### config.mk
export PLATFORM = sky130hd
export DESIGN_NAME = rip_queue
export DESIGN_NICKNAME = d
export VERILOG_FILES = /design/src/rtl/core/range_image_point_projection_top_assert.svh /design/src/rtl/core/rip_pkg.sv /design/src/rtl/core/rip_queue.sv
export SDC_FILE = /design/constraint.sdc
export NUM_CORES = 1
export LEC_CHECK = 0
export BUFFER_PORTS_ARGS = -buffer_cell sky130_fd_sc_hd__buf_2
export CAP_MARGIN = 20
export CORE_MARGIN = 4
export CORE_UTILIZATION = 56
export DETAILED_ROUTE_END_ITERATION = 8
export PLACE_DENSITY = 0.82
export RECOVER_POWER = 25
export SYNTH_ARGS = -nofsm -noshare
export SYNTH_HDL_FRONTEND = slang
export SYNTH_SLANG_ARGS = --single-unit
### constraint.sdc
create_clock -name clk -period 20.5 [get_ports clk]
set_clock_uncertainty 0.15 [all_clocks]
set_input_delay 2.05 -clock clk [delete_from_list [all_inputs] [get_ports clk]]
set_output_delay 2.05 -clock clk [all_outputs]
set_load 0.02 [all_outputs]
### src/rtl/core/range_image_point_projection_top_assert.svh
// Assertion macros for the range image projection block.
`ifndef RANGE_IMAGE_POINT_PROJECTION_TOP_ASSERT_SVH
`define RANGE_IMAGE_POINT_PROJECTION_TOP_ASSERT_SVH

`ifndef SYNTH
`define RIP_ASSERT_IMP(lbl, ante, cons) \
	lbl: assert property (@(posedge clk) disable iff (!arst_n) (ante) |-> (cons)) \
		else $error("rip assertion failed");
`define RIP_ASSERT_NXT(lbl, ante, cons) \
	lbl: assert property (@(posedge clk) disable iff (!arst_n) (ante) |=> (cons)) \
		else $error("rip assertion failed");
`else
`define RIP_ASSERT_IMP(lbl, ante, cons)
`define RIP_ASSERT_NXT(lbl, ante, cons)
`endif

`endif

### src/rtl/core/rip_pkg.sv
`default_nettype none
package rip_pkg;

	localparam int GRID_W_DEF       = 256;
	localparam int GRID_H_DEF       = 64;
	localparam int ANGLE_STAGES_DEF = 16;
	localparam int CELL_MAX_W       = 20;
	localparam int REG_W            = 48;

	localparam logic signed [19:0] HALF_PI_Q16 = 20'sd102944;
	localparam logic signed [23:0] GND_OFF     = 24'sh800000;
	localparam logic [39:0]        RSQ_INF     = {40{1'b1}};
	localparam logic [19:0]        RANGE_NONE  = {20{1'b1}};

	typedef enum logic [2:0] {
		ST_OK         = 3'd0,
		ST_NOT_NEARER = 3'd1,
		ST_NO_RETURN  = 3'd2,
		ST_RANGE      = 3'd3,
		ST_GROUND     = 3'd4,
		ST_ANGLE      = 3'd5,
		ST_OFF_GRID   = 3'd6
	} status_t;

	typedef enum logic [2:0] {
		REG_MIN_RSQ   = 3'd0,
		REG_MAX_RSQ   = 3'd1,
		REG_HHFOV     = 3'd2,
		REG_HVFOV     = 3'd3,
		REG_COL_SCALE = 3'd4,
		REG_ROW_SCALE = 3'd5,
		REG_GND_NORM  = 3'd6,
		REG_GND_THR   = 3'd7
	} cfg_reg_t;

	typedef enum logic [1:0] {
		K_DONE = 2'd0,
		K_PROJ = 2'd1,
		K_READ = 2'd2
	} kind_t;

	typedef struct packed {
		logic [39:0]        min_rsq;
		logic [39:0]        max_rsq;
		logic [17:0]        hhfov;
		logic [17:0]        hvfov;
		logic [31:0]        col_scale;
		logic [31:0]        row_scale;
		logic [47:0]        gnd_normal;
		logic signed [23:0] gnd_thr;
	} cfg_t;

	typedef struct packed {
		kind_t                 kind;
		status_t               status;
		logic [CELL_MAX_W-1:0] cidx;
		logic                  full_range;
		logic [39:0]           rsq;
		logic signed [19:0]    x;
		logic signed [19:0]    y;
		logic signed [19:0]    z;
	} qent_t;

	function automatic logic [15:0] atan_q16(input logic [4:0] i);
		logic [15:0] a;
		case (i)
			5'd0:  a = 16'd51472;
			5'd1:  a = 16'd30386;
			5'd2:  a = 16'd16055;
			5'd3:  a = 16'd8150;
			5'd4:  a = 16'd4091;
			5'd5:  a = 16'd2047;
			5'd6:  a = 16'd1024;
			5'd7:  a = 16'd512;
			5'd8:  a = 16'd256;
			5'd9:  a = 16'd128;
			5'd10: a = 16'd64;
			5'd11: a = 16'd32;
			5'd12: a = 16'd16;
			5'd13: a = 16'd8;
			5'd14: a = 16'd4;
			5'd15: a = 16'd2;
			5'd16: a = 16'd1;
			default: a = 16'd0;
		endcase
		return a;
	endfunction

endpackage
`default_nettype wire

### src/rtl/core/rip_queue.sv
`default_nettype none
module rip_queue
	import rip_pkg::*;
(
	input  wire logic  clk,
	input  wire logic  arst_n,
	input  wire logic  push,
	input  wire qent_t din,
	input  wire logic  pop,
	output qent_t      dout,
	output logic       full,
	output logic       empty
);

	qent_t       slot_q [2];
	logic        wp_q;
	logic        rp_q;
	logic [1:0]  cnt_q;

	always_ff @(posedge clk or negedge arst_n) begin
		if (!arst_n) begin
			wp_q  <= 1'b0;
			rp_q  <= 1'b0;
			cnt_q <= '0;
		end else begin
			if (push) wp_q <= !wp_q;
			if (pop) rp_q <= !rp_q;
			cnt_q <= cnt_q + {1'b0, push} - {1'b0, pop};
		end
	end

	always_ff @(posedge clk) begin
		if (push) slot_q[wp_q] <= din;
	end

	assign dout  = slot_q[rp_q];
	assign full  = cnt_q == 2'd2;
	assign empty = cnt_q == 2'd0;

endmodule
`default_nettype wire

* Yosys cells after proc, flatten, opt, wreduce, memory -nomap -nowiden *
Memory sizes are Yosys's and may differ from the RTL's.
Index checks and enable logic that the tools add are counted.
W data, S select, Z words.

word-level totals
  flip-flop bits (word level) = 4
  memory bits (writable) = 252
  bits of input ports = 130
  logic and storage cells = 12
  memories kept = 1

memories
  memory  words  width  rd ports  clocked after memory_dff  write ports  RTL line         text
  slot_q  2      126    1         0                         1            rip_queue.sv:15  qent_t slot_q [2];

cells by class
  add/subtract/negate cells = 2
  eq/ne operators = 1
  mux-type cells = 2
  reduce and logical (&&, ||, !) cells = 3

operators by type and width
  kind                  number
  $add A2 B1 Y2         1
  $eq A2 B2 Y1 const B  1
  $logic_not A1 Y1      2
  $logic_not A2 Y1      1
  $mux W1               2
  $sub A2 B1 Y2         1

* Longest topological paths before layout *
Gate-level depths: netlist of the first run.

  depth after elaboration = 2
  depth in mapped cells = 5
  gate-level depth less buffers = 5

* Least setup slack after synthesis of the first run *
Ideal clock, no wire load.

  kind = in2reg
  from = in push
  to = mem slot_q[0][0] (netlist name), enable pin
  setup time = 628 ps
  arrival time = 7,513 ps
  slack = 12,210 ps
  stages = 1
  path through = nor2b_1

between the ends
  cells in the longest elaborated chain, start to end = 2

ends and longest elaborated chain
  element                        RTL line         text
  start: declaration             rip_queue.sv:7   input wire logic push,
  $mux W1                        rip_queue.sv:33  if (push) slot_q[wp_q] <= din;
  $mux W1 (not written as such)  rip_queue.sv:33
  end: declaration               rip_queue.sv:15

No other way between the ends.

==> results of run 1 <==
## registers in the layout (all words and copies together), names as in the netlist
name,flops
wp_q,1
rp_q,1
cnt_q,2
slot_q,252
## power groups by stage
stage                     logic, mW  clock network, mW  registers [mW]
after global routing          0.554              0.423           0.757
after floorplan               0.399                  0           0.738
after global placement        0.515                  0           0.753
after CTS                     0.529              0.399           0.750
final                         0.520              0.390           0.748
after detailed placement      0.525                  0           0.759
## how the worst max path moves through the flow
stage | from | end | slack [ps] | cells after the start
floorplan | push | slot_q[0][0]$_DFFE_PP_ | 12210 | 1
global placement | rp_q$_DFFE_PN0P_ | dout[45] | 15870 | 3
detailed placement | rp_q$_DFFE_PN0P_ | dout[85] | 15800 | 3
CTS | rp_q$_DFFE_PN0P_ | dout[85] | 15260 | 3
global route | rp_q$_DFFE_PN0P_ | dout[85] | 15100 | 3
finish | rp_q$_DFFE_PN0P_ | dout[85] | 15270 | 3
## logic make-up (layout without fill, tap and decap cells)
kind of cell | Yosys count | count (layout)
buffers and inverters | 16 | 303
and+or+nand+nor | 4 | 4
xor gates and xnor gates | 3 | 3
DFF | 256 | 256
muxes | 126 | 126
adders and majority gates | 2 | 2
## layer usage
| metal | wire length [um] | GRT usage | vias to the layer above |
|---|---|---|---|
| met5 | 0 | 0 | - |
| met4 | 359 | 0.0516 | 0 |
| met3 | 1670 | 0.0588 | 29 |
| met2 | 9430 | 0.322 | 196 |
| met1 | 6330 | 0.197 | 2303 |
| li1 | - | - | 2160 |
## worst max-delay path, cell delays in order, from the launching register on
cell     delay (ps)
dfrtp_4         980
buf_4           850
mux2_2          420
buf_2           160
## per-stage QoR
step | setup WS, ps | hold slack [ps] | utilization
finish | 15270 | 426 | 0.699
detailed placement | 15800 | 399 | 0.660
global route | 15100 | 433 | 0.699
CTS | 15260 | 425 | 0.702
global placement | 15870 | 379 | 0.660
floorplan | 12210 | 305 | -
## area by class of cell
| type | instances | share of cell area |
|---|---|---|
| repair buffers | 261 | 0.111 |
| flip-flops and latches | 256 | 0.664 |
| multi-input cells | 135 | 0.141 |
| clock inverters | 11 | 0.00465 |
| clock buffers | 29 | 0.0554 |
| well taps | 220 | 0.0238 |
| inverters | 2 | 0.000649 |
## cell usage in the layout (no fill, tap or decap)
cell type,Yosys,routed
and2_4,0,1
buf_2,9,228
buf_4,0,4
clkbuf_1,0,33
clkbuf_16,0,25
clkinv_1,0,6
clkinv_2,0,3
clkinvlp_4,0,1
dfrtp_1,4,3
dfrtp_4,0,1
edfxtp_1,252,252
ha_1,2,2
inv_1,2,2
inv_6,0,1
mux2_2,96,96
mux2_4,30,30
nor2_1,1,1
nor2b_1,2,1
nor2b_4,0,1
xor2_1,2,2
xor3_1,1,1
==> out/metrics.csv, run 1 <==
metric,value,unit
leakage,4.39,nW
clockPowerShare,0.235,
ios,258,
synth-edff-count,252,
antenna_found_initial,0,
synth_warnings,0,
nNetsFinal,813,
grt_max_degree,80,
max_freq,0.191,GHz
finalCritPeriodShare,0.255,
min_from,wp_q$_DFFE_PN0P_,
synth_top_area_cell,edfxtp_1,
first_pass_iters,4,
worstSetupPathType,register to output port,
multi_input_area,1630,um^2
irDropWorstVdd,0.101,mV
grt_pass1_wl,25600,um
synth_common_cells,"edfxtp_1 (252), mux2_2 (96), mux2_4 (30)",
track_usage,0.177,
dr_total_vias,4688,
detail-route-antenna-nets,0,
r2r-start,wp_q$_DFFE_PN0P_,
finalMaxSlewViolations,0,
clk_pin_slew,60,ps
fin_crit,5230,ps
r2r-end,slot_q[1][28]$_DFFE_PP_,
routed_wl,17800,um
cts_buffer_depth,3,
synth_async_sr_flop_share,0.0156,
syn_nets,539,
place_area,10900,um^2
avgRoutedWirePerCell,19.5,um
port_buffers,257,
yosys.area_share.simple,0.00240,
post_cts_resized,0,
hold_depth,1,
max_cap_violations,0,
start_kind,register,
holdBufCountCts,0,
synth.avg_cell_area,23.1,um^2
fillers,1066,
h-tree-depth,1,
synth_compound_area_frac,0,
reg2reg_setup_slack,17920,ps
place_inst,874,
power_switching,523,uW
p_int,1.14,mW
design.core.area,16500,um^2
fin_setup_tns,0,ps
seqPwrFrac,0.451,
synth_cells,407,
grt_pass1_vias,5051,
rows,47,
cts_made_buffers,25,
die_w,138,um
setup_viol,0,
synth_area_leaders,"edfxtp_1 (81%), mux2_2 (12%), mux2_4 (4.8%), dfrtp_1 (1.1%), buf_6 (0.60%)",
netlist.area_leader.share,0.805,
synth_fa_ha_area_frac,0.00266,
postCtsSetupRepairBufs,0,
initialDrtViolationCount,188,
grt_overflow,0,
register_area,7670,um^2
critPathMaxFanout,66,
gp_congestion,0.761,
instances_no_fill,914,
hold_path.class,register to register,
ff2ff_path_depth,2,
cts_tree,built,
syn-cell-area,9400,um^2
drive_gt1_frac,0.563,
die-area,18900,um^2
rsz0062_at_grt,no,
viasPerCell,5.13,
ys_ff_latch,256,
synth_flop_cell,edfxtp_1,
p_sw_frac,0.315,
whs_endpoint,wp_q$_DFFE_PN0P_,
cts.sinks,256,
critPathCaptureType,output port,
seq_area_frac_synth,0.816,
worst_slew_pin_slew,1070,ps
synth_top_family_by_area,multiplexers,
p_per_area,143,nW/um^2
design_area,11600,um^2
n_antenna_cell,0,
synth_cell_type_count,13,
hold_viol_final,0,
worstSkewPairLatency,490,ps
synth_xor_area_frac,0.00439,
required,18300,ps
muxShareOfSynthArea,0.163,
fp.dieH,138,um
dp_hpwl,12000,um
power_frac_comb,0.314,
p_total,1.66,mW
status,"finished, final reports clean",
drc,0,
crit_arrival,3030,ps
post-synth-top-count-cell,edfxtp_1,
syn_to_final_growth,23.0,%
relSlewSlack,0.288,
start_util,0.569,
cts_root_buf,clkbuf_16,
No activity file was read; power rests on OpenSTA's default activity.
==> inputs of run 2 (changes only) <==
--- a/config.mk
+++ b/config.mk
@@ -8,9 +8,9 @@
 export BUFFER_PORTS_ARGS = -buffer_cell sky130_fd_sc_hd__buf_2
 export CAP_MARGIN = 20
 export CORE_MARGIN = 4
-export CORE_UTILIZATION = 56
+export CORE_UTILIZATION = 47
 export DETAILED_ROUTE_END_ITERATION = 8
-export PLACE_DENSITY = 0.82
+export PLACE_DENSITY = 0.73
 export RECOVER_POWER = 25
 export SYNTH_ARGS = -nofsm -noshare
 export SYNTH_HDL_FRONTEND = slang
==> constraint.sdc (replaced) <==
create_clock -name clk -period 4.6 [get_ports clk]
set_clock_uncertainty 0.15 [all_clocks]
set_input_delay 0.46 -clock clk [delete_from_list [all_inputs] [get_ports clk]]
set_output_delay 0.46 -clock clk [all_outputs]
set_load 0.02 [all_outputs]
==> run 2 against run 1 <==
Compared with the run above:
- first-iteration DRC count grew 35%
- worst setup slack lost 14000 ps
- via count grew 13%
- clock power grew to 4.9 times the previous value
- critical path type unchanged
- highest routed layer unchanged
- register-to-register slack lost 15000 ps
- largest power group unchanged
==> out/metrics.csv, run 2 (same netlist as run 1, synthesis figures left out) <==
metric,value,unit,change
status,"finished, final reports clean",,unchanged
dr_total_vias,5281,,was 4688
cts_made_buffers,26,,was 25
syn_to_final_growth,38.2,%,was 23.0%
fin_crit,3220,ps,
hold_path.class,input port to register,,was register to register
grt_pass1_vias,5888,,was 5051
rsz0062_at_grt,no,,unchanged
worstSetupPathType,register to output port,,unchanged
cts_tree,built,,unchanged
ios,258,,unchanged
register_area,7670,um^2,unchanged
p_per_area,594,nW/um^2,was 143 nW/um^2
port_buffers,257,,unchanged
relSlewSlack,0.289,,was 0.288
crit_arrival,2610,ps,was 3030 ps
grt_overflow,0,,unchanged
grt_pass1_wl,31100,um,was 25600 um
start_kind,register,,unchanged
track_usage,0.178,,was 0.177
largest_reg_flops,252,,unchanged
design.core.area,19600,um^2,was 16500 um^2
first_pass_iters,4,,unchanged
dp_hpwl,12000,um,about the same
worst_slew_pin_slew,1070,ps,about the same
die-area,22300,um^2,was 18900 um^2
antenna_found_initial,1,,was 0
worstSkewPairLatency,510,ps,was 490 ps
r2r-start,wp_q$_DFFE_PN0P_,,unchanged
startpoint,rp_q$_DFFE_PN0P_,,unchanged
cp_slowest_cell,dfrtp_4,,unchanged
avgRoutedWirePerCell,18.7,um,was 19.5 um
h-tree-depth,1,,unchanged
viasPerCell,4.83,,was 5.13
die_w,149,um,was 138 um
top_register,slot_q,,unchanged
finalCritPeriodShare,0.700,,
routed_wl,20500,um,was 17800 um
critPathMaxFanout,65,,was 66
start_util,0.480,,was 0.569
cts.sinks,256,,unchanged
irDropWorstVdd,0.389,mV,was 0.101 mV
fin_setup_tns,0,ps,unchanged
final_common_cell,edfxtp_1,,unchanged
drive_gt1_frac,0.446,,was 0.563
grt_max_degree,79,,was 80
cts_root_buf,clkbuf_16,,unchanged
post_cts_resized,0,,unchanged
leakage,4.90,nW,was 4.39 nW
hold_viol_final,0,,unchanged
setup_viol,0,,unchanged
place_area,11000,um^2,was 10900 um^2
min_from,push,,was wp_q$_DFFE_PN0P_
worstPathCellList,buf_12 -> mux2_2 -> buf_2,,was buf_4 -> mux2_2 -> buf_2
cpPeakStageDelay,1010,ps,was 980 ps
clk_pin_slew,60,ps,about the same
max_freq,0.310,GHz,
initialDrtViolationCount,254,,was 188
gp_congestion,0.740,,was 0.761
nNetsFinal,942,,was 813
fillers,1336,,was 1066
required,3990,ps,was 18300 ps
max_cap_violations,0,,unchanged
rows,51,,was 47
fp.dieH,149,um,was 138 um
design_area,13000,um^2,was 11600 um^2
cts_buffer_depth,3,,unchanged
detail-route-antenna-nets,0,,unchanged
drc,0,,unchanged
top_regs,"slot_q x252, cnt_q x2",,unchanged
multi_input_area,1630,um^2,unchanged
layout_common_cells,"edfxtp_1 (252), buf_2 (198), dlygate4sd3_1 (128)",,"was edfxtp_1 (252), buf_2 (228), mux2_2 (96)"
critPathCaptureType,output port,,unchanged
finalMaxSlewViolations,0,,unchanged
## run 2: cell count changes in the layout (fill, tap and decap cells not counted), sizes merged
cell	before	now
inv	3	2
dlygate4sd3	0	128
clkinvlp	1	2
clkbuf	58	93
diode	0	1
buf	232	202
bufinv	0	1
## run 2: path summary, 6_finish.rpt
path	end	slack [ps]	cells after the start
worst max-delay path	dout[44]	1380	3
worst min register to register	wp_q$_DFFE_PN0P_	410	1
worst max register to register	slot_q[1][89]$_DFFE_PP_	2530	2
min in group asynchronous	cnt_q[0]$_DFF_PN0_	180	2
max in group asynchronous	rp_q$_DFFE_PN0P_	3900	2
worst min-delay path	wp_q$_DFFE_PN0P_	50	2
## run 2: cell type report
type                       count  area share
clock inverter                12     0.00646
sequential                   256       0.591
multi-input combinational    135       0.126
antenna                        1    0.000193
timing repair buffer         389       0.197
clock buffer                  34      0.0541
inverter                       2    0.000578
tap                          265      0.0255
## run 2: worst max-delay path, delay by kind of cell, from the launching register on
kind     cells  cell delay, ps
buf+inv      2             590
flops        1            1010
mux          1             400
## run 2: power by group
group / internal (mW) / switching (mW) / leakage [nW]
clock: 1.12 / 0.811 / 0.379
sequential: 3.10 / 0.225 / 2.41
combinational: 1.05 / 1.40 / 2.11
total: 5.28 / 2.44 / 4.90
## run 2: repair_timing
item | in CTS | in global routing
endpoints found under the hold margin | 257 | 0
hold buffers | 128 | 0
setup buffers | 0 | 0
## run 2: metrics by stage
| stage | cells | setup slack, ps | util | power, mW | hold slack, ps |
|---|---|---|---|---|---|
| 6_report | 1094 | 1380 | 0.663 | 7.72 | 54.1 |
| 5_1_grt | 1094 | 1260 | 0.663 | 8.06 | 44.2 |
| 2_1_floorplan | 407 | 267 | - | 5.04 | 14.4 |
| 4_1_cts | 1093 | 1340 | 0.666 | 7.78 | 24.3 |
| 3_5_place_dp | 919 | 1910 | 0.561 | 5.75 | 123 |
| 3_3_place_gp | 919 | 1960 | 0.561 | 5.68 | 114 |
## run 2: metal layers
metal	global-route usage	wire [um]
met5	0	0
met4	0.0554	592
met3	0.0450	1470
met2	0.330	10900
met1	0.202	7480
==> inputs of run 3 (changes only) <==
--- a/config.mk
+++ b/config.mk
@@ -8,9 +8,9 @@
 export BUFFER_PORTS_ARGS = -buffer_cell sky130_fd_sc_hd__buf_2
 export CAP_MARGIN = 20
 export CORE_MARGIN = 4
-export CORE_UTILIZATION = 47
+export CORE_UTILIZATION = 52
 export DETAILED_ROUTE_END_ITERATION = 8
-export PLACE_DENSITY = 0.73
+export PLACE_DENSITY = 0.76
 export RECOVER_POWER = 25
 export SYNTH_ARGS = -nofsm -noshare
 export SYNTH_HDL_FRONTEND = slang
==> constraint.sdc (replaced) <==
create_clock -name clk -period 3.1 [get_ports clk]
set_clock_uncertainty 0.15 [all_clocks]
set_input_delay 0.31 -clock clk [delete_from_list [all_inputs] [get_ports clk]]
set_output_delay 0.31 -clock clk [all_outputs]
set_load 0.02 [all_outputs]
==> run 3 against run 2 <==
Compared with the run above:
- core utilization rose by 7.9 points
- via count rose by 0.70%
- global-route usage rose by 2.1 points
- highest routed layer unchanged
- count of clock-buffer cells in the layout rose by 2
==> out/metrics.csv, run 3 (same netlist as run 1, synthesis figures left out) <==
metric,value,unit,change
antenna_found_initial,0,,was 1
cts.sinks,256,,unchanged
p_sw_frac,0.314,,was 0.316
hold_viol_final,0,,unchanged
grt_max_degree,112,,was 79
status,"finished, final reports clean",,unchanged
nNetsFinal,945,,was 942
crit_arrival,1950,ps,was 2610 ps
whs_endpoint,slot_q[1][60]$_DFFE_PP_,,was wp_q$_DFFE_PN0P_
dp_hpwl,12300,um,was 12000 um
cts_made_buffers,26,,unchanged
worst_slew_pin_slew,682,ps,was 1070 ps
gp_congestion,0.740,,about the same
setup_viol,0,,unchanged
first_pass_iters,4,,unchanged
p_int,7.86,mW,was 5.28 mW
track_usage,0.199,,was 0.178
critPathCaptureType,output port,,unchanged
routed_wl,20700,um,was 20500 um
hold_path.class,input port to register,,unchanged
r2r-end,slot_q[1][36]$_DFFE_PP_,,was slot_q[1][89]$_DFFE_PP_
grt_pass1_vias,5941,,was 5888
instances_no_fill,1054,,was 1094
top_register,slot_q,,unchanged
layout_common_cells,"edfxtp_1 (252), buf_2 (194), dlygate4sd3_1 (130)",,"was edfxtp_1 (252), buf_2 (198), dlygate4sd3_1 (128)"
cts_buffer_depth,3,,unchanged
critPathMaxFanout,68,,was 65
n_antenna_cell,0,,was 1
finalMaxSlewViolations,0,,unchanged
startpoint,rp_q$_DFFE_PN0P_,,unchanged
die_w,142,um,was 149 um
detail-route-antenna-nets,0,,unchanged
dr_total_vias,5318,,was 5281
die-area,20300,um^2,was 22300 um^2
p_per_area,885,nW/um^2,was 594 nW/um^2
viasPerCell,5.05,,was 4.83
rows,48,,was 51
grt_overflow,0,,unchanged
drive_gt1_frac,0.432,,was 0.446
cts_root_buf,clkbuf_16,,unchanged
design.core.area,17500,um^2,was 19600 um^2
postCtsSetupRepairBufs,0,,unchanged
ff2ff_path_depth,2,,unchanged
fp.dieH,142,um,was 149 um
worstSkewPairLatency,510,ps,about the same
grt_pass1_wl,31700,um,was 31100 um
clockPowerShare,0.247,,was 0.251
design_area,13000,um^2,about the same
place_area,11000,um^2,about the same
largest_reg_flops,252,,unchanged
irDropWorstVdd,0.574,mV,was 0.389 mV
r2r-start,wp_q$_DFFE_PN0P_,,unchanged
required,2640,ps,was 3990 ps
leakage,4.90,nW,about the same
avgRoutedWirePerCell,19.6,um,was 18.7 um
relSlewSlack,0.545,,was 0.289
clk_pin_slew,60,ps,about the same
post_cts_resized,0,,unchanged
top_regs,"slot_q x252, cnt_q x2",,unchanged
finalCritPeriodShare,0.776,,
start_util,0.538,,was 0.480
ios,258,,unchanged
drc,0,,unchanged
power_switching,3.60,mW,was 2.44 mW
reg2reg_setup_slack,1200,ps,was 2530 ps
fin_setup_tns,0,ps,unchanged
final_common_cell,edfxtp_1,,unchanged
worstSetupPathType,register to output port,,unchanged
fin_crit,2410,ps,
holdBufCountCts,130,,was 128
syn_to_final_growth,37.9,%,was 38.2%
max_cap_violations,0,,unchanged
min_from,din[60],,was push
seqPwrFrac,0.418,,was 0.431
place_inst,880,,was 919
port_buffers,257,,unchanged
power_frac_comb,0.336,,was 0.318
max_freq,0.416,GHz,
initialDrtViolationCount,327,,was 254
rsz0062_at_grt,no,,unchanged
cts_tree,built,,unchanged
hold_depth,2,,unchanged
h-tree-depth,1,,unchanged
start_kind,register,,unchanged
[run 3: cell types whose count changed in the layout (fill, tap and decap cells not counted), moves of 2 or more]
cell           delta
clkbuf_1          +8
clkinvlp_4        -2
buf_2             -4
buf_12            +2
dlygate4sd3_1     +2
clkbuf_2          -3
clkinv_2          -4
[run 3: through the flow]
step | worst slack, ps | util | power [mW] | hold slack [ps]
5_1_grt | 639 | 0.741 | 12.0 | 352
2_1_floorplan | 233 | - | 7.44 | -136
6_report | 694 | 0.741 | 11.5 | 368
3_5_place_dp | 1240 | 0.627 | 8.58 | -24.2
4_1_cts | 700 | 0.746 | 11.6 | 344
3_3_place_gp | 1260 | 0.627 | 8.46 | -31.4
[run 3: how the worst max path moves through the flow]
stage,to,cells past startpoint
final,dout[5],3
after global routing,dout[3],3
after CTS,dout[77],3
after detailed placement,slot_q[1][34]$_DFFE_PP_,2
after global placement,dout[77],3
after floorplan,slot_q[0][0]$_DFFE_PP_,1
[run 3: final cells by class]
cell class / instances / area, um^2
clock buffers: 36 / 709
flip-flops and latches: 256 / 7670
well taps: 225 / 282
fillers: 1014 / 4520
multi-input cells: 135 / 1630
inverters: 2 / 7.51
clock inverters: 8 / 61.3
repair buffers: 392 / 2600
[run 3: worst max-delay path, cell delays in order, from the launching register on]
cell and delay (ps):
dfrtp_4 440, buf_12 340, mux2_2 400, buf_2 160
[run 3: per-layer routing]
layer,vias up,GRT usage,routed length [um]
met3,44,0.0558,1970
met5,-,0,0
met1,2573,0.243,7680
met4,0,0.0595,549
met2,268,0.347,10500
li1,2433,-,-
[run 3: power by group through the flow]
stage          Combinational [mW]  Sequential [mW]  Clock (mW)
6_report                     3.85             4.79        2.83
5_1_grt                      4.08             4.83        3.07
4_1_cts                      3.88             4.78        2.90
3_5_place_dp                 3.73             4.85           0
3_3_place_gp                 3.66             4.80           0
2_1_floorplan                2.64             4.80           0
